`config.mk`:
```
export PLATFORM = sky130hd
export DESIGN_NAME = grid_neighbourhood_diff_top
export DESIGN_NICKNAME = d
export VERILOG_FILES = /design/src/hw/rtl/gnd_pkg.sv /design/src/hw/rtl/gnd_front.sv /design/src/hw/rtl/gnd_queue.sv /design/src/hw/rtl/gnd_back.sv /design/src/hw/rtl/grid_neighbourhood_diff_top.sv
export SDC_FILE = /design/constraint.sdc
export NUM_CORES = 1
export LEC_CHECK = 0
export BUFFER_PORTS_ARGS = -buffer_cell sky130_fd_sc_hd__buf_2
export CAP_MARGIN = 20
export CORE_ASPECT_RATIO = 1.75
export CORE_MARGIN = 5
export CORE_UTILIZATION = 40
export DETAILED_ROUTE_END_ITERATION = 12
export PLACE_DENSITY_LB_ADDON = 0.08
export SLEW_MARGIN = 10
export SYNTH_ARGS = -nofsm -noshare
export SYNTH_HDL_FRONTEND = slang
export SYNTH_SLANG_ARGS = --single-unit
export TNS_END_PERCENT = 10
```
`constraint.sdc`:
```
create_clock -name clk -period 14.5 [get_ports clk]
set_input_delay 0 -clock clk [delete_from_list [all_inputs] [get_ports clk]]
set_output_delay 0 -clock clk [all_outputs]
set_load 0.02 [all_outputs]
```
`src/hw/rtl/gnd_pkg.sv`:
```
`timescale 1ns / 1ps

package gnd_pkg;

  localparam int GRID_WIDTH  = 64;
  localparam int GRID_HEIGHT = 64;

  localparam int NB_SPAN   = 3;
  localparam int COORD_W   = 6;
  localparam int HOOD_SIZE = NB_SPAN * NB_SPAN;
  localparam int CAND_N    = 2 * HOOD_SIZE;

  // Signed working width for candidate cells; holds -1 and the largest grid size.
  localparam int SW = 12;

  localparam int QUEUE_DEPTH = 2;
  localparam int QPTR_W      = (QUEUE_DEPTH > 1) ? $clog2(QUEUE_DEPTH) : 1;
  localparam int QCNT_W      = $clog2(QUEUE_DEPTH + 1);

  localparam logic KIND_REMOVE = 1'b0;
  localparam logic KIND_ADD    = 1'b1;

  typedef struct packed {
    logic [COORD_W-1:0] old_x;
    logic [COORD_W-1:0] old_y;
    logic [COORD_W-1:0] new_x;
    logic [COORD_W-1:0] new_y;
  } in_item_t;

  typedef struct packed {
    logic               change_kind;
    logic [COORD_W-1:0] cell_x;
    logic [COORD_W-1:0] cell_y;
    logic               run_end;
  } out_item_t;

  // One classified request: which of the 18 candidate cells are reported.
  // Bits 0..8 are the old neighborhood (remove), 9..17 the new one (add),
  // each in row-major order.
  typedef struct packed {
    logic [CAND_N-1:0] mask;
    in_item_t          coords;
  } job_t;

endpackage

```
`src/hw/rtl/gnd_front.sv`:
```
`timescale 1ns / 1ps

module gnd_front (
  input  logic            in_valid,
  output logic            in_stall,
  input  gnd_pkg::in_item_t in_data,
  input  logic            q_full,
  output logic            q_push,
  output gnd_pkg::job_t   q_job
);
  import gnd_pkg::*;

  logic [CAND_N-1:0] mask;

  always_comb begin
    logic [COORD_W-1:0] px, py, qx, qy;
    logic signed [SW-1:0] cx, cy, dx, dy;
    logic on_grid, near;
    mask = '0;
    px = '0;
    py = '0;
    qx = '0;
    qy = '0;
    cx = '0;
    cy = '0;
    dx = '0;
    dy = '0;
    on_grid = 1'b0;
    near = 1'b0;
    for (int k = 0; k < 2; k++) begin
      px = (k == 0) ? in_data.old_x : in_data.new_x;
      py = (k == 0) ? in_data.old_y : in_data.new_y;
      qx = (k == 0) ? in_data.new_x : in_data.old_x;
      qy = (k == 0) ? in_data.new_y : in_data.old_y;
      for (int r = 0; r < NB_SPAN; r++) begin
        for (int c = 0; c < NB_SPAN; c++) begin
          cx = $signed({{(SW-COORD_W){1'b0}}, px}) + SW'(c) - SW'(1);
          cy = $signed({{(SW-COORD_W){1'b0}}, py}) + SW'(r) - SW'(1);
          dx = cx - $signed({{(SW-COORD_W){1'b0}}, qx});
          dy = cy - $signed({{(SW-COORD_W){1'b0}}, qy});
          on_grid = (cx >= SW'(0)) && (cx < SW'(GRID_WIDTH)) &&
                    (cy >= SW'(0)) && (cy < SW'(GRID_HEIGHT));
          near = (dx >= -SW'(1)) && (dx <= SW'(1)) && (dy >= -SW'(1)) && (dy <= SW'(1));
          mask[k*HOOD_SIZE + r*NB_SPAN + c] = on_grid && !near;
        end
      end
    end
  end

  // Requests that report nothing are taken and dropped here.
  assign in_stall     = q_full;
  assign q_push       = in_valid && !q_full && (|mask);
  assign q_job.mask   = mask;
  assign q_job.coords = in_data;

endmodule

```
`src/hw/rtl/gnd_queue.sv`:
```
`timescale 1ns / 1ps

module gnd_queue (
  input  logic          clk,
  input  logic          rst_n,
  input  logic          push,
  input  gnd_pkg::job_t push_job,
  output logic          full,
  input  logic          pop,
  output logic          head_valid,
  output gnd_pkg::job_t head_job
);
  import gnd_pkg::*;

  job_t              q_r [QUEUE_DEPTH];
  logic [QPTR_W-1:0] wr_ptr_r, wr_ptr_nxt;
  logic [QPTR_W-1:0] rd_ptr_r, rd_ptr_nxt;
  logic [QCNT_W-1:0] count_r, count_nxt;

  assign full       = (count_r == QCNT_W'(QUEUE_DEPTH));
  assign head_valid = (count_r != '0);
  assign head_job   = q_r[rd_ptr_r];

  always_comb begin
    wr_ptr_nxt = wr_ptr_r;
    rd_ptr_nxt = rd_ptr_r;
    count_nxt  = count_r;
    if (push) begin
      wr_ptr_nxt = (wr_ptr_r == QPTR_W'(QUEUE_DEPTH - 1)) ? '0 : wr_ptr_r + 1'b1;
    end
    if (pop) begin
      rd_ptr_nxt = (rd_ptr_r == QPTR_W'(QUEUE_DEPTH - 1)) ? '0 : rd_ptr_r + 1'b1;
    end
    if (push && !pop) begin
      count_nxt = count_r + 1'b1;
    end else if (pop && !push) begin
      count_nxt = count_r - 1'b1;
    end
  end

  always_ff @(posedge clk) begin
    if (!rst_n) begin
      wr_ptr_r <= '0;
      rd_ptr_r <= '0;
      count_r  <= '0;
    end else begin
      wr_ptr_r <= wr_ptr_nxt;
      rd_ptr_r <= rd_ptr_nxt;
      count_r  <= count_nxt;
    end
  end

  always_ff @(posedge clk) begin
    if (push) begin
      q_r[wr_ptr_r] <= push_job;
    end
  end

endmodule

```
`src/hw/rtl/gnd_back.sv`:
```
`timescale 1ns / 1ps

module gnd_back (
  input  logic              clk,
  input  logic              rst_n,
  input  logic              q_valid,
  input  gnd_pkg::job_t     q_job,
  output logic              q_pop,
  output logic              out_valid,
  input  logic              out_stall,
  output gnd_pkg::out_item_t out_data
);
  import gnd_pkg::*;

  logic              work_valid_r, work_valid_nxt;
  logic [CAND_N-1:0] work_mask_r, work_mask_nxt;
  in_item_t          work_coords_r, work_coords_nxt;
  logic              out_valid_r, out_valid_nxt;
  out_item_t         out_data_r, out_data_nxt;

  logic              pick_kind;
  logic [1:0]        pick_r, pick_c;
  logic [CAND_N-1:0] pick_onehot;
  logic [CAND_N-1:0] rest;
  logic [COORD_W-1:0] base_x, base_y;
  logic              adv, emit, work_done;

  // Lowest set candidate wins; the loops run high to low so it is written last.
  always_comb begin
    pick_kind   = KIND_REMOVE;
    pick_r      = '0;
    pick_c      = '0;
    pick_onehot = '0;
    for (int k = 1; k >= 0; k--) begin
      for (int r = NB_SPAN - 1; r >= 0; r--) begin
        for (int c = NB_SPAN - 1; c >= 0; c--) begin
          if (work_mask_r[k*HOOD_SIZE + r*NB_SPAN + c]) begin
            pick_kind   = (k == 1) ? KIND_ADD : KIND_REMOVE;
            pick_r      = 2'(r);
            pick_c      = 2'(c);
            pick_onehot = '0;
            pick_onehot[k*HOOD_SIZE + r*NB_SPAN + c] = 1'b1;
          end
        end
      end
    end
  end

  assign rest      = work_mask_r & ~pick_onehot;
  assign base_x    = (pick_kind == KIND_ADD) ? work_coords_r.new_x : work_coords_r.old_x;
  assign base_y    = (pick_kind == KIND_ADD) ? work_coords_r.new_y : work_coords_r.old_y;
  assign adv       = !out_valid_r || !out_stall;
  assign emit      = adv && work_valid_r;
  assign work_done = !work_valid_r || (emit && (rest == '0));
  assign q_pop     = work_done && q_valid;

  always_comb begin
    work_valid_nxt  = work_valid_r;
    work_mask_nxt   = work_mask_r;
    work_coords_nxt = work_coords_r;
    out_valid_nxt   = out_valid_r;
    out_data_nxt    = out_data_r;
    if (q_pop) begin
      work_valid_nxt  = 1'b1;
      work_mask_nxt   = q_job.mask;
      work_coords_nxt = q_job.coords;
    end else if (emit) begin
      work_valid_nxt = (rest != '0);
      work_mask_nxt  = rest;
    end
    if (adv) begin
      out_valid_nxt = emit;
    end
    if (emit) begin
      // Columns and rows wrap modulo 64 when the grid is larger than the field.
      out_data_nxt.change_kind = pick_kind;
      out_data_nxt.cell_x      = base_x + COORD_W'(pick_c) - COORD_W'(1);
      out_data_nxt.cell_y      = base_y + COORD_W'(pick_r) - COORD_W'(1);
      out_data_nxt.run_end     = (rest == '0);
    end
  end

  always_ff @(posedge clk) begin
    if (!rst_n) begin
      work_valid_r <= 1'b0;
      out_valid_r  <= 1'b0;
    end else begin
      work_valid_r <= work_valid_nxt;
      out_valid_r  <= out_valid_nxt;
    end
  end

  always_ff @(posedge clk) begin
    work_mask_r   <= work_mask_nxt;
    work_coords_r <= work_coords_nxt;
    out_data_r    <= out_data_nxt;
  end

  assign out_valid = out_valid_r;
  assign out_data  = out_data_r;

endmodule

```
`src/hw/rtl/grid_neighbourhood_diff_top.sv`:
```
`timescale 1ns / 1ps

// Channel   Direction  Ports                          Payload
// input     in         in_valid, in_stall, in_data    old and new cell (in_item_t)
// result    out        out_valid, out_stall, out_data kind, cell, run_end (out_item_t)
//
// A request yields 0 to 18 results; the back end issues one result per cycle
// while out_stall is low, so a request occupies it until all its results are issued.
// A request with no results is taken and produces nothing.
// A two-entry queue between classifier and issue unit lets new requests be
// taken while results drain; in_stall is high only while that queue is full.
// Reset is synchronous and active low; it empties the queue and the output.

module grid_neighbourhood_diff_top (
  input  logic               clk,
  input  logic               rst_n,
  input  logic               in_valid,
  output logic               in_stall,
  input  gnd_pkg::in_item_t  in_data,
  output logic               out_valid,
  input  logic               out_stall,
  output gnd_pkg::out_item_t out_data
);
  import gnd_pkg::*;

  logic q_full, q_push, q_pop, q_head_valid;
  job_t q_push_job, q_head_job;

  gnd_front u_front (
    .in_valid (in_valid),
    .in_stall (in_stall),
    .in_data  (in_data),
    .q_full   (q_full),
    .q_push   (q_push),
    .q_job    (q_push_job)
  );

  gnd_queue u_queue (
    .clk        (clk),
    .rst_n      (rst_n),
    .push       (q_push),
    .push_job   (q_push_job),
    .full       (q_full),
    .pop        (q_pop),
    .head_valid (q_head_valid),
    .head_job   (q_head_job)
  );

  gnd_back u_back (
    .clk       (clk),
    .rst_n     (rst_n),
    .q_valid   (q_head_valid),
    .q_job     (q_head_job),
    .q_pop     (q_pop),
    .out_valid (out_valid),
    .out_stall (out_stall),
    .out_data  (out_data)
  );

endmodule

```
After elaboration in Yosys (flattened, before gate mapping). Memories as Yosys holds them, arrays and structs flattened. A register that Yosys moved wholly into a read port is not among the register bits. Index checks and enable logic that the tools add are counted.

Register bits: 62. Memory bits (writable): 84. Input port bits: 28. Output and inout bits: 16. Logic and storage cells: 332. Memories: 1.

Memories: u_queue.q_r (depth 2, bits a word 42, rd ports 1, clocked after Yosys merged registers in 1, wr ports 1, line gnd_queue.sv:15) `job_t q_r [QUEUE_DEPTH];`.

Add/subtract/negate cells: 40. $lt $le $gt $ge: 48. Equality and inequality tests: 1. Mux-type cells: 85. Bitwise gates (word level): 2. Reduce and logical (&&, ||, !) cells: 141.

Operators by type and width (number): two-way mux 18 bit (20); greater-or-equal comparator 12 x 1 -> 1 bit, second input constant (24); <= comparator 12 x 2 -> 1 bit, second input constant (12); less-than comparator 12 x 8 -> 1 bit, second input constant (12); subtractor 12 x 7 -> 12 bit (12); logical AND 1 bit (109); subtractor 12 x 2 -> 12 bit, second input constant (8); two-way mux 2 bit (37); adder 6 x 1 -> 7 bit, second input constant (4); adder 6 x 2 -> 7 bit, second input constant (4); subtractor 6 x 1 -> 7 bit, second input constant (4); two-way mux 1 bit (26); zero test 1 bit (24); bitwise AND 18 bit (1); zero test 18 bit (1); inverter 18 bit (1); nonzero test 18 bit (1); OR reduction 18 bit (1); adder 6 x 2 -> 6 bit (2); two-way mux 6 bit (2); subtractor 6 x 1 -> 6 bit, second input constant (2); nonzero test 2 bit (3); adder 1 bit, second input constant (2); adder 2 x 1 -> 2 bit, second input constant (1); other kinds (3) (4).

Depth between registers and ports, before layout.
Depth in word-level cells: 27. Mapped depth: 23. Depth with buffers taken out: 22.

Hierarchy. Synthesis repeated with hierarchy kept, for this count alone.

Cell total of the unflattened synthesis: 1158. Area total of the unflattened synthesis: 11803.8 um^2.

By module, submodules not included: gnd_front (times used 1, cells an instance 713, area each 5149.9 um^2, seq. area each 0.0 um^2); gnd_back (times used 1, cells an instance 292, area each 3402.0 um^2, seq. area each 1721.7 um^2); gnd_queue (times used 1, cells an instance 153, area each 3251.9 um^2, seq. area each 2622.5 um^2).

Worst setup path after synthesis. OpenSTA, ideal clock, no wires.

Kind: input -> register. Start point: input port in_data[12] (netlist bit). End point: memory u_queue.q_r[0][0] (netlist bit) (enable). Library setup time: 505 ps. Arrival time: 6349 ps. Required time: 13995 ps. Setup slack: 7646 ps. Stages on the path: 19. Buffers on the path: 1. Path through: clkbuf_1 inv_1 ha_1 inv_1 nand2_1 xnor2_1 nand2_1 xnor2_1 ha_1 o21a_1 o31a_1 a211o_1 nand2_1 mux2i_1 o211ai_1 o2bb2ai_1 a211oi_1 nor2_1 a211oi_1.

RTL lines: from (decl) (line grid_neighbourhood_diff_top.sv:19) `input gnd_pkg::in_item_t in_data,`; to (decl) (line gnd_queue.sv:15).

Final worst setup path.
Start point: input port in_data[20] (netlist bit). End point: register u_queue.count_r[1].

Word-level cells in the longest chain between the ends: 14. Elaborated cells between the ends (all ways): 135. Classes of those cells: add/sub (11); order compare (18); mux (1); reduce/logical (105).

RTL lines: adder 6 x 1 -> 7 bit or adder 6 x 2 -> 7 bit (tied branches) (line gnd_front.sv:37) `cx = $signed({{(SW-COORD_W){1'b0}}, px}) + SW'(c) - SW'(1);`; subtractor 12 x 2 -> 12 bit (line gnd_front.sv:37); subtractor 12 x 7 -> 12 bit (line gnd_front.sv:39) `dx = cx - $signed({{(SW-COORD_W){1'b0}}, qx});`; greater-or-equal comparator 12 x 1 -> 1 bit or <= comparator 12 x 2 -> 1 bit (tied branches) (line gnd_front.sv:43) `near = (dx >= -SW'(1)) && (dx <= SW'(1)) && (dy >= -SW'(1)) && (dy <= SW'(1));`; logical AND 1 bit (3 in a row) (line gnd_front.sv:43); zero test 1 bit (line gnd_front.sv:44) `mask[k*HOOD_SIZE + r*NB_SPAN + c] = on_grid && !near;`; logical AND 1 bit (line gnd_front.sv:44); OR reduction 18 bit * (line gnd_front.sv:52) `assign q_push = in_valid && !q_full && (|mask);`; logical AND 1 bit * (line gnd_front.sv:52); net q_push (line grid_neighbourhood_diff_top.sv:26) `logic q_full, q_push, q_pop, q_head_valid;`; zero test 1 bit (line gnd_queue.sv:36) `end else if (pop && !push) begin`; logical AND 1 bit (line gnd_queue.sv:36); nonzero test 2 bit (no source line); to (signal assigned) (line gnd_queue.sv:49) `count_r <= count_nxt;`; to (decl) (line gnd_queue.sv:18) `logic [QCNT_W-1:0] count_r, count_nxt;`.

Mark *: on every way through the listed nets, which the timed path passes. The rest lies on a longest branch. A chain may end at the register's enable or synchronous reset.

==> results.py <==
metrics = {
    "critical_path": {
        "cpPeakStageDelay_ps": 570,
        "crit_chain": "dlygate4sd3_1, buf_2, inv_1, ha_1, and2b_2, nand2_1, xor2_1, a21oi_1, xnor2_1, ha_1, and3_1, a221oi_2, xnor2_1, nand4b_4, or4b_4, a32oi_4, nor3_2, or4_4, nor3_1, a21oi_1, ha_1, or3_1, a21boi_0",
        "cpMaxStageDelayCell": "or4_4",
        "start_kind": "primary input",
        "crit_required_ps": 14830,
        "crit_type": "primary input to flip-flop",
        "cp.arrival_ps": 6280,
        "r2r_setup_slack_ps": 9840,
        "crit_start": "in_data[20]",
        "critPathMaxFanout": 10,
        "worstReg2RegEnd": "u_queue.count_r[1]$_SDFFE_PN0P_",
        "path_common_cell": "ha_1",
        "endpoint": "u_queue.count_r[1]$_SDFFE_PN0P_",
        "endpoint_kind": "flip-flop",
        "r2r_cells": 12,
        "rr_startpoint": "u_back.work_mask_r[0]$_SDFFCE_PN0P_",
    },
    "power_and_ir_drop": {
        "power.leakage_nw": 5.409,
        "power.internal_mw": 1.234,
        "combPwrFrac_pct": 43.1,
        "ir_drop_v": 0.0001487,
        "power_density_mw_per_mm2": 141.0,
        "power_frac_seq_pct": 37.0,
        "clock_power_share_pct": 19.9,
        "sw_frac_of_total_pct": 37.14,
        "p_sw_mw": 0.7291,
        "power_mw": 1.963,
    },
    "sta": {
        "period_share_pct": 40.98,
        "hold-worst-slack_ps": 18.07,
        "finalHoldViolations": 0,
        "setup_viol": 0,
        "max_freq_mhz": 168.3,
        "min_period_ps": 5942,
        "slew_viol_final": 0,
        "setup_tns_ps": 0,
        "worst_slew_pin_slew_ps": 1016,
        "finClkSkew_ps": 9.617,
        "rsz0062_at_grt": "false",
        "slew_headroom_pct": 31.55,
    },
    "route": {
        "via_count": 9763,
        "drt_iter0_drc": 375,
        "wl_per_cell_um": 18.86,
        "antenna_left": 0,
        "drc": 0,
        "firstDrtPassIters": 5,
        "drt-total-wl_mm": 32.71,
        "vias_per_cell": 5.630,
    },
    "placement": {
        "dpl.hpwl_mm": 25.81,
        "port_buffers": 43,
        "gp_congestion": 0.8893,
    },
    "synth": {
        "synth-seq-cells": 147,
        "syn_nets": 1423,
        "synth_cells": 1272,
        "synth_top_area_share_pct": 33.64,
        "synth_area_leaders": "edfxtp_1, ha_1, xnor2_1",
        "yosys.area.top_type": "edfxtp_1",
        "yosys_warnings": 0,
        "synth_cell_type_count": 93,
        "ys_seq_area_share_pct": 34.76,
        "avgSynthCellArea_um2": 9.826,
        "async_flop_share_pct": 0,
        "synth_edf_count": 140,
        "ys.flop_type": "edfxtp_1",
        "netlist_area_mm2": 0.01250,
    },
    "status": {
        "outcome": "finished, final reports clean",
    },
    "min_path": {
        "min_path_type": "primary input to flip-flop",
    },
    "grt": {
        "grtUsageTotal_pct": 18.70,
        "grt.overflow.total": 0,
        "grt_max_degree": 43,
        "first_global_vias": 9796,
        "grt_pass1_wl_mm": 51.61,
        "antenna_found_initial": 0,
    },
    "floorplan": {
        "die_w_um": 143.6,
        "fp-row-count": 85,
        "design.die.area_mm2": 0.03502,
        "fp.dieH_um": 243.8,
        "start_util_pct": 40.52,
        "fp.coreArea_mm2": 0.03084,
        "io_pins": 44,
    },
    "cts": {
        "cts_sinks": 147,
        "cts_tree": "yes",
        "post_cts_buffers": 0,
        "cts_made_buffers": 17,
        "clockRootBuffer": "clkbuf_16",
        "clk_pin_slew_ps": 60,
        "cts_buffer_depth": 2,
        "htree_num_levels": 4,
        "clk_latency_ps": 410,
    },
    "job": {
        "maxCapViolCount": 0,
    },
    "final_layout": {
        "n_fill_cell": 3032,
        "syn_to_final_growth_pct": 11.41,
        "num_antenna_cells": 0,
        "nNetsFinal": 1481,
        "layout-drive-gt1-share_pct": 11.39,
    },
}
Yosys cell counts (all sizes together) (18+ instances only):
| cell type | number |
|---|---|
| ha | 109 |
| nor2 | 90 |
| nand2b | 18 |
| a21oi | 71 |
| a21o | 21 |
| xor2 | 35 |
| nand2 | 72 |
| mux2 | 26 |
| nand3 | 27 |
| mux2i | 35 |
| clkbuf | 27 |
| nor3 | 35 |
| a211oi | 20 |
| inv | 71 |
| o21ai | 57 |
| xnor2 | 85 |
| edfxtp | 140 |
| and3 | 19 |
kinds of logic after synthesis:
| family | after synthesis | synth area share (%) |
|---|---|---|
| muxes | 61 | 5.146 |
| buffers and inverters | 107 | 3.394 |
| adders and majority gates | 125 | 13.31 |
| xor gates and xnor gates | 120 | 8.469 |
| DFF | 147 | 34.76 |
| AOI/OAI and AO/OA | 323 | 18.04 |
| and+or+nand+nor | 389 | 16.88 |
metal layers:
| metal | up-vias | track usage [%] | wire length (um) |
|---|---|---|---|
| li1 | 4875 | - | - |
| met1 | 4646 | 20.37 | 12610 |
| met2 | 183 | 35.95 | 18100 |
| met3 | 59 | 1.471 | 703 |
| met4 | 0 | 8.176 | 1292 |
| met5 | - | 0 | 0 |
worst max-delay path, delay by kind of cell:
family,cells,cell delay (ps)
adders and majority gates,3,1030
buffers and inverters,3,940
xor gates and xnor gates,3,440
AOI/OAI and AO/OA,5,1080
and+or+nand+nor,9,2770
cell usage in the layout, fill, tap and decap left out, types with 17 or more instances in the layout:
master	netlist	layout
buf_2	6	43
nor3_1	34	34
ha_1	109	109
mux2i_1	35	35
edfxtp_1	140	140
nor2_1	89	89
nor2b_1	17	17
o21ai_0	46	46
nand2b_1	18	18
inv_1	69	69
dlygate4sd3_1	0	23
a21oi_1	71	71
and3_1	19	19
xnor2_1	84	84
a21o_1	19	19
xor2_1	35	35
nand3_1	27	27
nand2_1	72	72
mux2_2	26	26
clkbuf_16	0	17
flip-flops by register name, summed over array words and instances, names as in the netlist, named ones only:
register              cells
u_queue.rd_ptr_r          1
u_back.work_valid_r       1
u_back.out_data          14
u_back.work_mask_r       18
u_queue.wr_ptr_r          1
u_back.work_coords_r     24
u_back.out_valid          1
u_queue.count_r           2
u_queue.q_r              84
how the worst min path moves through the flow:
stage / from / end / slack, ps / depth (start not counted)
2_1_floorplan: in_data[0] / u_queue.q_r[0][0]$_DFFE_PP_ / 100 / 0
3_3_place_gp: out_stall / u_back.out_valid$_SDFFE_PN0N_ / 270 / 3
3_5_place_dp: out_stall / u_back.out_valid$_SDFFE_PN0N_ / 280 / 3
4_1_cts: in_data[13] / u_queue.q_r[0][13]$_DFFE_PP_ / 3 / 1
5_1_grt: in_data[0] / u_queue.q_r[0][0]$_DFFE_PP_ / 10 / 1
6_report: in_data[0] / u_queue.q_r[0][0]$_DFFE_PP_ / 20 / 1
stage by stage:
step | cell area [um^2] | util [%] | std cells | setup WS, ps
final | 13920 | 45.15 | 1734 | 8558
after global routing | 13920 | 45.15 | 1734 | 8118
after CTS | 13900 | 45.06 | 1733 | 8577
after detailed placement | 13140 | 42.59 | 1678 | 8542
after global placement | 13140 | 42.59 | 1678 | 8622
after floorplan | 12500 | - | 1272 | 7646
final cells by class:
| type | count | area [um^2] | area share, % |
|---|---|---|---|
| multi-input combinational | 1018 | 7762 | 55.75 |
| sequential | 147 | 4345 | 31.21 |
| timing repair buffer | 74 | 525.5 | 3.774 |
| tap | 391 | 489.2 | 3.513 |
| clock buffer | 21 | 440.4 | 3.163 |
| inverter | 72 | 270.3 | 1.941 |
| clock inverter | 11 | 91.34 | 0.6559 |
power groups by stage:
stage	clock, mW	combinational, mW	sequential [mW]
after floorplan	0	0.615	0.741
after global placement	0	0.829	0.734
after detailed placement	0	0.836	0.736
after CTS	0.401	0.846	0.727
after global routing	0.422	0.941	0.742
final	0.391	0.845	0.727
what timing repair did:
action / 4_1_cts / 5_1_grt
gates resized for setup: 0 / 0
hold endpoints to repair: 45 / 0
hold buffers: 23 / 0
No activity file was read; power rests on OpenSTA's default activity.
